[config.mk]
export PLATFORM = sky130hd
export DESIGN_NAME = three_level_priority_queue
export DESIGN_NICKNAME = d
export VERILOG_FILES = /design/src/design/tlpq_pkg.sv /design/src/design/tlpq_level.sv /design/src/design/three_level_priority_queue.sv
export VERILOG_INCLUDE_DIRS = /design/src /design/src/design
export SDC_FILE = /design/constraint.sdc
export NUM_CORES = 1
export LEC_CHECK = 0
export BUFFER_PORTS_ARGS = -buffer_cell sky130_fd_sc_hd__buf_2
export CORE_MARGIN = 2
export CORE_UTILIZATION = 48
export CTS_CLUSTER_SIZE = 30
export DETAILED_ROUTE_END_ITERATION = 6
export SETUP_SLACK_MARGIN = 0.2
export SLEW_MARGIN = 30
export SYNTH_ARGS = -nofsm -noshare
export SYNTH_HDL_FRONTEND = slang
export SYNTH_HIERARCHICAL = 1
export SYNTH_SLANG_ARGS = --single-unit
[constraint.sdc]
create_clock -name clk_i -period 12.2 [get_ports clk_i]
set_input_delay 2.44 -clock clk_i [delete_from_list [all_inputs] [get_ports clk_i]]
set_output_delay 2.44 -clock clk_i [all_outputs]
set_load 0.05 [all_outputs]
[src/design/three_level_priority_queue_defines.svh]
// Assertion macros shared by the priority queue RTL.
`ifndef THREE_LEVEL_PRIORITY_QUEUE_DEFINES_SVH
`define THREE_LEVEL_PRIORITY_QUEUE_DEFINES_SVH

`ifndef SYNTHESIS

// Property holds at every clock edge out of reset.
`define TLPQ_ASSERT(lbl, prop, msg) \
  lbl: assert property (@(posedge clk_i) disable iff (!rst_ni) (prop)) else $error(msg);

// Antecedent implies consequent in the same cycle.
`define TLPQ_ASSERT_IMP(lbl, ante, cons, msg) \
  lbl: assert property (@(posedge clk_i) disable iff (!rst_ni) (ante) |-> (cons)) \
    else $error(msg);

// Antecedent implies consequent in the next cycle.
`define TLPQ_ASSERT_NXT(lbl, ante, cons, msg) \
  lbl: assert property (@(posedge clk_i) disable iff (!rst_ni) (ante) |=> (cons)) \
    else $error(msg);

`else

`define TLPQ_ASSERT(lbl, prop, msg)
`define TLPQ_ASSERT_IMP(lbl, ante, cons, msg)
`define TLPQ_ASSERT_NXT(lbl, ante, cons, msg)

`endif

`endif

[src/design/tlpq_pkg.sv]
package tlpq_pkg;

  localparam int unsigned NUM_LEVELS = 3;
  localparam int unsigned TOTAL_W    = 6;

  // Request codes
  localparam logic REQ_ENQ = 1'b0;
  localparam logic REQ_DEQ = 1'b1;

  // Level codes as seen on the ports
  localparam logic [1:0] LVL_NONE = 2'd0;
  localparam logic [1:0] LVL_HIGH = 2'd1;
  localparam logic [1:0] LVL_MID  = 2'd2;
  localparam logic [1:0] LVL_LOW  = 2'd3;

  // Internal level slots, highest priority first
  localparam logic [1:0] IDX_HIGH = 2'd0;
  localparam logic [1:0] IDX_MID  = 2'd1;
  localparam logic [1:0] IDX_LOW  = 2'd2;

  // Status codes
  localparam logic [1:0] ST_OK    = 2'd0;
  localparam logic [1:0] ST_FULL  = 2'd1;
  localparam logic [1:0] ST_EMPTY = 2'd2;

  typedef struct packed {
    logic push;
    logic pop;
  } lvl_cmd_t;

  function automatic logic [1:0] idx_to_level(logic [1:0] idx);
    logic [1:0] lvl;
    unique case (idx)
      IDX_HIGH: lvl = LVL_HIGH;
      IDX_MID:  lvl = LVL_MID;
      default:  lvl = LVL_LOW;
    endcase
    return lvl;
  endfunction

endpackage

[src/design/tlpq_level.sv]
`include "three_level_priority_queue_defines.svh"

module tlpq_level #(
  parameter int unsigned DEPTH  = 16,
  parameter int unsigned DATA_W = 32
) (
  input  logic                           clk_i,
  input  logic                           rst_ni,
  input  tlpq_pkg::lvl_cmd_t             cmd_i,
  input  logic [DATA_W-1:0]              wdata_i,
  output logic [$clog2(DEPTH+1)-1:0]     count_o,
  output logic [DATA_W-1:0]              head_o
);
  import tlpq_pkg::*;

  localparam int unsigned PTR_W = $clog2(DEPTH);
  localparam int unsigned CNT_W = $clog2(DEPTH + 1);
  localparam logic [PTR_W-1:0] PTR_LAST = PTR_W'(DEPTH - 1);

  logic [DATA_W-1:0] mem [DEPTH];
  logic [PTR_W-1:0]  rd_ptr_q, rd_ptr_d;
  logic [PTR_W-1:0]  wr_ptr_q, wr_ptr_d;
  logic [CNT_W-1:0]  count_q, count_d;
  logic [DATA_W-1:0] head_q;

  always_comb begin
    rd_ptr_d = rd_ptr_q;
    wr_ptr_d = wr_ptr_q;
    count_d  = count_q;
    if (cmd_i.pop) begin
      rd_ptr_d = (rd_ptr_q == PTR_LAST) ? '0 : rd_ptr_q + PTR_W'(1);
      count_d  = count_q - CNT_W'(1);
    end
    if (cmd_i.push) begin
      wr_ptr_d = (wr_ptr_q == PTR_LAST) ? '0 : wr_ptr_q + PTR_W'(1);
      count_d  = count_q + CNT_W'(1);
    end
  end

  always_ff @(posedge clk_i or negedge rst_ni) begin
    if (!rst_ni) begin
      rd_ptr_q <= '0;
      wr_ptr_q <= '0;
      count_q  <= '0;
    end else begin
      rd_ptr_q <= rd_ptr_d;
      wr_ptr_q <= wr_ptr_d;
      count_q  <= count_d;
    end
  end

  // Head register always tracks the entry at the read pointer; forward a
  // write that lands there in the same cycle (push into an empty ring).
  always_ff @(posedge clk_i) begin
    if (cmd_i.push) begin
      mem[wr_ptr_q] <= wdata_i;
    end
    if (cmd_i.push && (wr_ptr_q == rd_ptr_d)) begin
      head_q <= wdata_i;
    end else begin
      head_q <= mem[rd_ptr_d];
    end
  end

  assign count_o = count_q;
  assign head_o  = head_q;

  `TLPQ_ASSERT_IMP(a_no_push_full, cmd_i.push, count_q != CNT_W'(DEPTH), "push into full ring")
  `TLPQ_ASSERT_IMP(a_no_pop_empty, cmd_i.pop, count_q != '0, "pop from empty ring")
  `TLPQ_ASSERT(a_push_pop_excl, !(cmd_i.push && cmd_i.pop), "push and pop in one cycle")
  `TLPQ_ASSERT_IMP(a_empty_ptrs, count_q == '0, rd_ptr_q == wr_ptr_q, "empty ring with split pointers")

endmodule

[src/design/three_level_priority_queue.sv]
// Channel | Handshake               | Payload
// --------+-------------------------+----------------------------------------------
// in      | in_valid_i / in_stall_o | req_type_i, item_data_i, item_level_i
// out     | out_valid_o/out_stall_i | out_data_o, out_level_o, front_data_o,
//         |                         | front_level_o, total_count_o, is_empty_o, status_o
//
// One request per cycle while the result is not stalled; each request gives one result.
// The request updates pointers and counts at acceptance; the result register picks
// up the new front when the request stage advances, from the per-level head registers,
// which read each ring memory at its next read pointer.
// Reset clears pointers, counts and valid flags; ring contents are not cleared.
// A stalled result holds the request stage, and that in turn stalls the input.
`include "three_level_priority_queue_defines.svh"

module three_level_priority_queue #(
  parameter int unsigned LEVEL_DEPTH = 16,
  parameter int unsigned DATA_WIDTH  = 32
) (
  input  logic                           clk_i,
  input  logic                           rst_ni,
  input  logic                           in_valid_i,
  output logic                           in_stall_o,
  input  logic                           req_type_i,
  input  logic [DATA_WIDTH-1:0]          item_data_i,
  input  logic [1:0]                     item_level_i,
  output logic                           out_valid_o,
  input  logic                           out_stall_i,
  output logic [DATA_WIDTH-1:0]          out_data_o,
  output logic [1:0]                     out_level_o,
  output logic [DATA_WIDTH-1:0]          front_data_o,
  output logic [1:0]                     front_level_o,
  output logic [tlpq_pkg::TOTAL_W-1:0]   total_count_o,
  output logic                           is_empty_o,
  output logic [1:0]                     status_o
);
  import tlpq_pkg::*;

  localparam int unsigned CNT_W = $clog2(LEVEL_DEPTH + 1);
  localparam int unsigned SUM_W = CNT_W + 2;

  lvl_cmd_t              cmd   [NUM_LEVELS];
  logic [CNT_W-1:0]      count [NUM_LEVELS];
  logic [DATA_WIDTH-1:0] head  [NUM_LEVELS];

  logic                  in_xfer;
  logic                  s1_adv;
  logic [1:0]            enq_idx;
  logic [1:0]            deq_idx;
  logic                  deq_found;
  logic [SUM_W-1:0]      total;

  logic                  s1_valid_q;
  logic [DATA_WIDTH-1:0] s1_data_q, s1_data_d;
  logic [1:0]            s1_level_q, s1_level_d;
  logic [1:0]            s1_status_q, s1_status_d;

  logic                  out_valid_q;
  logic [DATA_WIDTH-1:0] out_data_q;
  logic [1:0]            out_level_q;
  logic [DATA_WIDTH-1:0] out_front_data_q;
  logic [1:0]            out_front_level_q;
  logic [TOTAL_W-1:0]    out_total_q;
  logic                  out_is_empty_q;
  logic [1:0]            out_status_q;

  for (genvar l = 0; l < NUM_LEVELS; l++) begin : g_level
    tlpq_level #(
      .DEPTH  (LEVEL_DEPTH),
      .DATA_W (DATA_WIDTH)
    ) u_level (
      .clk_i   (clk_i),
      .rst_ni  (rst_ni),
      .cmd_i   (cmd[l]),
      .wdata_i (item_data_i),
      .count_o (count[l]),
      .head_o  (head[l])
    );
  end

  assign s1_adv     = !out_valid_q || !out_stall_i;
  assign in_stall_o = s1_valid_q && !s1_adv;
  assign in_xfer    = in_valid_i && !in_stall_o;

  assign total = SUM_W'(count[0]) + SUM_W'(count[1]) + SUM_W'(count[2]);

  // Highest non-empty level: dequeue target now, and front once the state settles.
  always_comb begin
    deq_found = 1'b0;
    deq_idx   = IDX_LOW;
    for (int l = NUM_LEVELS - 1; l >= 0; l--) begin
      if (count[l] != '0) begin
        deq_found = 1'b1;
        deq_idx   = 2'(l);
      end
    end
  end

  always_comb begin
    priority if (item_level_i == LVL_HIGH) begin
      enq_idx = IDX_HIGH;
    end else if (item_level_i == LVL_MID) begin
      enq_idx = IDX_MID;
    end else begin
      enq_idx = IDX_LOW;
    end
  end

  always_comb begin
    for (int l = 0; l < NUM_LEVELS; l++) begin
      cmd[l] = '0;
    end
    s1_data_d   = '0;
    s1_level_d  = LVL_NONE;
    s1_status_d = ST_OK;
    if (req_type_i == REQ_DEQ) begin
      if (deq_found) begin
        s1_data_d  = head[deq_idx];
        s1_level_d = idx_to_level(deq_idx);
        cmd[deq_idx].pop = in_xfer;
      end else begin
        s1_status_d = ST_EMPTY;
      end
    end else begin
      if (count[enq_idx] == CNT_W'(LEVEL_DEPTH)) begin
        s1_status_d = ST_FULL;
      end else begin
        cmd[enq_idx].push = in_xfer;
      end
    end
  end

  always_ff @(posedge clk_i or negedge rst_ni) begin
    if (!rst_ni) begin
      s1_valid_q  <= 1'b0;
      out_valid_q <= 1'b0;
    end else begin
      if (in_xfer) begin
        s1_valid_q <= 1'b1;
      end else if (s1_adv) begin
        s1_valid_q <= 1'b0;
      end
      if (s1_adv) begin
        out_valid_q <= s1_valid_q;
      end
    end
  end

  // Sample the front when the request stage advances, after the request has updated the rings.
  always_ff @(posedge clk_i) begin
    if (in_xfer) begin
      s1_data_q   <= s1_data_d;
      s1_level_q  <= s1_level_d;
      s1_status_q <= s1_status_d;
    end
    if (s1_adv && s1_valid_q) begin
      out_data_q        <= s1_data_q;
      out_level_q       <= s1_level_q;
      out_status_q      <= s1_status_q;
      out_front_data_q  <= deq_found ? head[deq_idx] : '0;
      out_front_level_q <= deq_found ? idx_to_level(deq_idx) : LVL_NONE;
      out_total_q       <= TOTAL_W'(total);
      out_is_empty_q    <= (total == '0);
    end
  end

  assign out_valid_o   = out_valid_q;
  assign out_data_o    = out_data_q;
  assign out_level_o   = out_level_q;
  assign front_data_o  = out_front_data_q;
  assign front_level_o = out_front_level_q;
  assign total_count_o = out_total_q;
  assign is_empty_o    = out_is_empty_q;
  assign status_o      = out_status_q;

  `TLPQ_ASSERT_IMP(a_err_no_removal, out_valid_q && (out_status_q != ST_OK), out_level_q == LVL_NONE, "error result reports a removal")
  `TLPQ_ASSERT_IMP(a_empty_no_front, out_valid_q && out_is_empty_q, out_front_level_q == LVL_NONE, "empty queue reports a front item")
  `TLPQ_ASSERT_NXT(a_deq_empty_flag, in_xfer && (req_type_i == REQ_DEQ) && !deq_found, s1_status_q == ST_EMPTY, "dequeue on empty not flagged")

endmodule
==> results.txt, run 1 <==
The commonest register cell after synthesis is edfxtp_1. The setup path with the least slack is of type input pin to output pin. The time the final worst path needs with I/O delays and setup came out at roughly 5.5 ns.

At the pin with the least slew margin, the transition time is a little over 1 ns. The number of remaining DRC errors is 0. The flow ran to the end, and the final reports show no timing, DRC or antenna violations.

The count of endpoints failing hold in the final timing report is 0. The register bit total from synthesis came out at roughly 1,700. The number of H-tree levels is 4. The synthesized netlist devotes less than 1% of its cell area to adder and majority cells.

The post-CTS setup-driven buffer insertion count came out at 0. The instance count of the mapped netlist came out at about 3,000. The initial antenna violation count was 12.

For this design the top-level I/O count stands at between 100 and 150. The maximum vdd drop came out at approximately 0.00017 V. The sequential element share of the synthesized area is approximately 78%. The worst register-to-register path ends at s1_data_q[26].

The final setup violation count came out at 0. The floorplan die area came out at between 0.1 and 0.15 mm². The yosys synthesis warning count came out at 6. The number of nets produced by synthesis is between 3,000 and 4,000. The number of search-and-repair iterations in the first detailed-routing pass is 6. STA classifies the critical path endpoint as an output pin. The required time of the critical path is 9.76 ns.

STA classifies the critical path startpoint as an input pin. The quantity of gates resized following cts came out at 0. The first-pass GRT wire length is ~230,000 µm. The top achievable clock speed came out at ~180 MHz. Counting along the longest clock path gives a buffer depth of 3. The most critical setup path has its endpoint at in_stall_o. The power per standard cell area came out at 224 mW/mm².

Global routing consumed, over all layers together, approximately a quarter of the routing resources. The leading area contributor after synthesis is edfxtp_1. Adding up every negative setup slack in the final design gives 0 ns.

The total count of max-transition violations in the final report came out at 0. Data on the critical path arrives at its endpoint at approximately 3 ns. The worst setup skew after layout is between 0.04 and 0.05 ns. The final weighted congestion in routability-driven placement is ~0.93. The die width is 373 µm. The number of I/O port buffers is 117. The number of placement rows is 135. The library cell used most frequently in the layout, excluding fill and tap cells, is edfxtp_1.

The later-pin clock latency in the skew report came out at 0.81 ns. The average via count per standard cell is ~6.2. The detail-routed net length per standard cell came out at 31.9 µm. From bottom edge to top edge, the die measures 373 µm. Measured against its own limit, the worst slew margin works out to between 30% and 40%. Setup repair after global routing left no endpoint under its margin. In the layout the commonest cells are edfxtp_1 (1,649), mux4_2 (384), a22oi_1 (192), clkbuf_16 (173), nand2_1 (139). The via count of the first global-routing pass came to roughly 32,000.

The count of vias placed by the detailed router is approximately 32,000. The pin count of the biggest net entering global routing came out at a little over 100. The number of synthesized flops with an enable pin is between 1,500 and 2,000. By area, the combinational part of the netlist is dominated by multiplexers. The overall overflow remaining after global route came out at 0. The register-to-register setup slack came out at between 7 and 8 ns. The clock tree from TritonCTS is yes.

The number of buffers inserted for hold repair after clock tree synthesis came out at 0. The final layout net count came out at ~3,300. The area of the mapped netlist came out at around 0.065 mm².

A synthesized cell averages 21.5 µm². The tightest min-delay check is of the flop to flop type. The synthesis-to-layout area growth is 14.4%. The share of cell area taken by muxes after synthesis came out at a little over an eighth. The number of distinct library cells after synthesis is between 40 and 50. Of the total synthesized cell area, the portion taken by AND, OR, NAND and NOR gates is approximately 1.8%. The most critical setup path has its startpoint at out_stall_i.

The sum of net half-perimeters after detailed placement is ~100,000 µm. The number of clock sinks came out at 1,702. The count of cells along the worst register-to-register path came out at 8.

The final cell utilization of the core is 55.3%. The starting DRC count in detailed routing is 4,207. The top-area cell type share of the netlist area is around 76%. The initial utilization of the core area, before any placement, comes to 48.4%. Counting flops with an async set or reset pin after synthesis yields a share of about 2.4%.

The worst path uses 44.7% of the clock period. In this run the static leakage power is ~24 nW. The number of buffers added by the clock tree synthesis step came out at 171. The biggest fanout along the worst timing path is 3. After synthesis, the cell types taking the most area are edfxtp_1 (76%), mux4_2 (13%), a22oi_1 (2.2%). The tool flagged a number of max-cap violations equal to 0.

The cell sitting at the root of the clock tree is a clkbuf_16. The xor-xnor portion of the synthesized cell area is less than 1%. The number of nets with antenna violations after routing is 0.

The core region is between 0.1 and 0.15 mm². The complex-gate fraction of the synthesized area is 4.74%. Wires add up to ~170,000 µm. The fraction of layout instances using a drive strength above 1 came out at between 20% and 30%. The clock transition at the registers of the reported paths is 0.06 ns.
## routing by layer
layer	share of wire (%)	GRT usage, %
met5	0	0
met4	1.9	5.79
met3	11	5.81
met1	43	36.9
met2	44	34.2
## worst min-delay path by stage
stage                        from             end  slack [ns]  cells after the start
CTS                 s1_data_q[17]  out_data_o[17]        0.41                      0
floorplan            s1_data_q[0]   out_data_o[0]        0.40                      0
global placement     s1_data_q[2]   out_data_o[2]        0.40                      0
detailed placement  s1_data_q[22]  out_data_o[22]        0.41                      0
finish              s1_data_q[17]  out_data_o[17]        0.41                      0
global route        s1_data_q[17]  out_data_o[17]        0.42                      0
## Yosys cell counts, types with 5 or more instances
| library cell | instances |
|---|---|
| nor2b_1 | 11 |
| inv_1 | 39 |
| ha_1 | 30 |
| dfrtp_1 | 41 |
| xor2_1 | 9 |
| fa_1 | 9 |
| o21ai_0 | 98 |
| a21o_1 | 5 |
| a21oi_1 | 11 |
| buf_6 | 5 |
| a22oi_1 | 192 |
| nand2_1 | 139 |
| xnor2_1 | 11 |
| nor3_1 | 11 |
| mux4_2 | 384 |
| nor2_1 | 46 |
| buf_1 | 30 |
| dfxtp_1 | 12 |
| o211ai_2 | 28 |
| nand2b_1 | 14 |
| buf_2 | 26 |
| nor3b_1 | 10 |
| o211a_1 | 33 |
| edfxtp_1 | 1649 |
| o21a_1 | 35 |
| nand3_1 | 14 |
| clkbuf_1 | 86 |
| buf_4 | 27 |
## final cells by class
class | instances | area (µm²)
timing repair buffer | 222 | 2170
fill | 10000 | 60400
antenna | 2 | 5.00
sequential | 1702 | 50800
multi-input combinational | 1125 | 14100
clock inverter | 88 | 866
clock buffer | 219 | 4530
inverter | 39 | 146
tap | 1781 | 2230
## sequential cells by signal, indices dropped and copies added (netlist names), named ones only
name / flops
g_level.u_level/mem: 1536
front_data_o: 32
out_data_o: 32
s1_data_q: 32
g_level.u_level/count_o: 15
g_level.u_level/rd_ptr_q: 12
g_level.u_level/wr_ptr_q: 12
total_count_o: 6
front_level_o: 2
out_level_o: 2
s1_level_q: 2
s1_status_q: 2
status_o: 2
is_empty_o: 1
out_valid_o: 1
s1_valid_q: 1
## through the flow
step | hold WS (ns) | power (mW) | instances | worst slack, ns | area [µm²]
after CTS | 0.407 | 16.8 | 5172 | 6.75 | 74800
after detailed placement | 0.406 | 11.7 | 4865 | 6.29 | 69400
after global routing | 0.420 | 17.3 | 5176 | 6.71 | 74900
final | 0.407 | 16.7 | 5178 | 6.74 | 74900
after global placement | 0.404 | 11.7 | 4828 | 5.94 | 68400
after floorplan | 0.400 | 10.1 | 3040 | 3.56 | 65400
## worst max-delay path, cell delays in order
cell	delay, ns
buf_2	0.12
nand3_1	0.13
inv_1	0.07
buf_2	0.25
## where the power goes
part | switching, mW | internal (mW) | leakage [nW]
Sequential | 0.345 | 6.75 | 15.5
Clock | 2.18 | 2.88 | 2.62
Combinational | 2.84 | 1.73 | 5.93
Total | 5.37 | 11.4 | 24.1
## kinds of logic (layout without fill, tap and decap cells)
group	count (synthesis)	count (layout)
flops	1702	1702
compound gates	418	418
buf+inv	213	568
other cells	0	2
xor+xnor	20	20
mux	387	387
fa+ha+maj	39	39
simple gates	261	261
No activity file was read; power rests on OpenSTA's default activity.
==> run 2: changes to the inputs <==
==> constraint.sdc (replaced) <==
create_clock -name clk_i -period 5.5 [get_ports clk_i]
set_input_delay 1.1 -clock clk_i [delete_from_list [all_inputs] [get_ports clk_i]]
set_output_delay 1.1 -clock clk_i [all_outputs]
set_load 0.05 [all_outputs]
==> run 2 against run 1 <==
Die area is the same. First-iteration DRC count shrank 1.5%. Critical endpoint is now s1_data_q[12]. Highest routed layer unchanged. Global-route usage grew 0.26 points.
==> results.txt, run 2 (synthesis gave the netlist of run 1 again) <==
Combinational logic burns 27.4% of the power. The overall overflow remaining after global route is 0. The count of cells in the finished layout, fillers not included, comes to between 5,000 and 6,000. After detailed placement, the total cell area comes to 0.0689 mm². The worst setup skew after layout came out at ~0.027 ns. The first-pass GRT wire length is roughly 240,000 µm. STA classifies the critical path endpoint as a flop. The register bank with the most flops is g_level.u_level/mem. The fraction of the cycle the final worst path needs came out at between 60% and 70%. Summing all non-filler instances in the final layout gives an area of around 0.074 mm². The via count of the first global-routing pass came out at between 30,000 and 40,000. The later pin in the worst-skew pair is clocked with a latency of ~0.80 ns. The detail-routed net length per standard cell came out at approximately 32 µm. The slew at the pin closest to its max-slew limit came out at 1.04 ns.

In the layout the commonest cells are edfxtp_1 (1,649), mux4_2 (384), a22oi_1 (192), clkbuf_16 (173), nand2_1 (139). The starting density of the core came out at approximately half. The quantity of gates resized following cts is 0. The biggest fanout along the worst timing path is 38.

The sum of net half-perimeters after detailed placement is between 90,000 and 100,000 µm. The worst-case headroom to the max-slew limit came out at 30.0%. The cell count after placement is about 5,000. The flow ran to the end, and the final reports show no timing, DRC or antenna violations. The final setup violation count is 0. The floorplan die area came out at 0.139 mm². The global-route usage over all layers is between 20% and 30%.

The routed wire length came out at between 150,000 and 200,000 µm. The congestion estimate from routability-driven global placement came to ~0.87. The area growth from synthesis to layout is 13.4%.

The die boundary height is around 370 µm. The required time of the critical path came out at just over 6 ns. The flip-flop count of the largest register after layout came out at roughly 1,500. In this run, the clock network consumes slightly below 30% of the power.

The H-tree was split into 4 levels. The sequential group share of total power came out at ~43%. The count of nets left with antenna violations once routing finished came out at 0. The type of the tightest min-delay check is flop to flop. The layout filler cell count came out at a little over 10,000. The number of buffers inserted for hold repair after clock tree synthesis came out at 0. Across all layers, the routed design uses roughly 32,000 vias. The clock passes through at most 3 buffers. The time the final worst path needs with I/O delays and setup is 3.57 ns. Measured along the x axis, the die boundary spans 373 µm.

The internal portion of total power is ~25 mW. For this run, the detailed router's first-pass iteration total came to 6. The fraction of layout instances using a drive strength above 1 came out at between 20% and 30%. Clock-pin slew was measured on the worst setup and hold paths at roughly 0.06 ns.

The core region is between 0.1 and 0.15 mm². The number of remaining DRC errors came out at 0. The initial antenna violation count is 9.

The switching part of the total power is between 30% and 40%. The final-layout worst hold slack is about 0.42 ns. The maximum vdd drop came out at about 0.00045 V.

118 I/O pins were placed. Buffers inserted during clock tree synthesis total approximately 170. Entering global routing, the biggest net connects 82 pins. The total count of max-transition violations in the final report came to 0. The clock tree from TritonCTS is yes.

Setup repair after global routing left no endpoint under its margin. The post-CTS setup-driven buffer insertion count is 0. The number of placement rows came out at about 140.

The count of endpoints failing hold in the final timing report is 0. The critical path is of the flop to flop type. In the final design database the tool counted about 3,400 nets.

The total of max-cap violations came out at 0. The leakage power is 23.9 nW. The number of clock sinks is about 1,700. The starting DRC count in detailed routing is a little over 4,000.

During placement, the flow inserted port buffers numbering approximately 120. In this run the clock root is driven by a clkbuf_16. The net switching power is 11.6 mW.

The power per standard cell area is about 500 mW/mm². In the routed layout, each cell is associated on average with a via count of about 6.2. The worst path arrival time is between 4 and 5 ns. For this run, the top clock speed supported by timing is ~280 MHz.

The startpoint type of the worst setup path is a flop. The library cell used most frequently in the layout, excluding fill and tap cells, is edfxtp_1.
## run 2: changes by cell type in the layout (fill, tap and decap cells not counted), sizes merged
| cell | delta |
|---|---|
| buf | +17 |
| clkbuf | +4 |
| diode | +4 |
| inv | +4 |
| clkinv | -3 |
| bufinv | -2 |
| clkinvlp | -2 |
## run 2: power by group through the flow
stage	registers [mW]	clock network [mW]	logic [mW]
2_1_floorplan	16.1	0	6.28
6_report	15.7	11.0	10.1
3_5_place_dp	16.0	0	10.0
3_3_place_gp	16.1	0	9.84
4_1_cts	15.8	11.2	10.1
5_1_grt	15.8	11.6	10.6
## run 2: worst paths after layout
check / slack, ns / cells after the start / to / startpoint
min: 0.42 / 0 / out_level_o[0] / s1_level_q[0]
max reg2reg: 1.93 / 8 / s1_data_q[12] / flop
max in group asynchronous: 4.55 / 2 / g_level[1].u_level/wr_ptr_q[2] / rst_ni
min in group asynchronous: 0.43 / 2 / s1_valid_q / rst_ni
min reg2reg: 0.42 / 0 / out_level_o[0] / s1_level_q[0]
max: 1.93 / 8 / s1_data_q[12] / flop
## run 2: final cells by class
cell class / count / area, µm² / share of cell area [%]
diodes: 6 / 15.0 / 0.0202
well taps: 1781 / 2230 / 3.00
clock inverters: 85 / 697 / 0.939
flip-flops and latches: 1702 / 50800 / 68.4
multi-input cells: 1125 / 14100 / 19.0
clock buffers: 223 / 4540 / 6.11
inverters: 39 / 146 / 0.197
repair buffers: 239 / 1660 / 2.24
## run 2: per-layer routing
metal | vias up | part of all wire, % | track usage (%)
met2 | 1441 | 48 | 37.7
met3 | 240 | 8.3 | 4.38
met5 | - | 0 | 0
met4 | 0 | 3.2 | 8.17
li1 | 13200 | - | -
met1 | 17200 | 41 | 34.6
## run 2: critical path, stage by stage, from the launching register on
cell	delay [ns]
dfxtp_4	0.86
buf_12	0.35
buf_4	0.27
mux4_2	0.53
a22oi_1	0.48
nand2_1	0.14
o21ai_0	0.13
o211ai_2	0.19
o211a_1	0.26
## run 2: per-stage QoR
stage / power, mW / setup slack (ns) / util (%) / setup TNS (ns)
floorplan: 22.4 / -0.219 / - / -51.18
global placement: 25.9 / 1.36 / 50.9 / 0
detailed placement: 26.1 / 1.31 / 50.9 / 0
CTS: 37.0 / 1.87 / 54.8 / 0
global route: 38.1 / 1.70 / 54.8 / 0
finish: 36.8 / 1.93 / 54.9 / 0
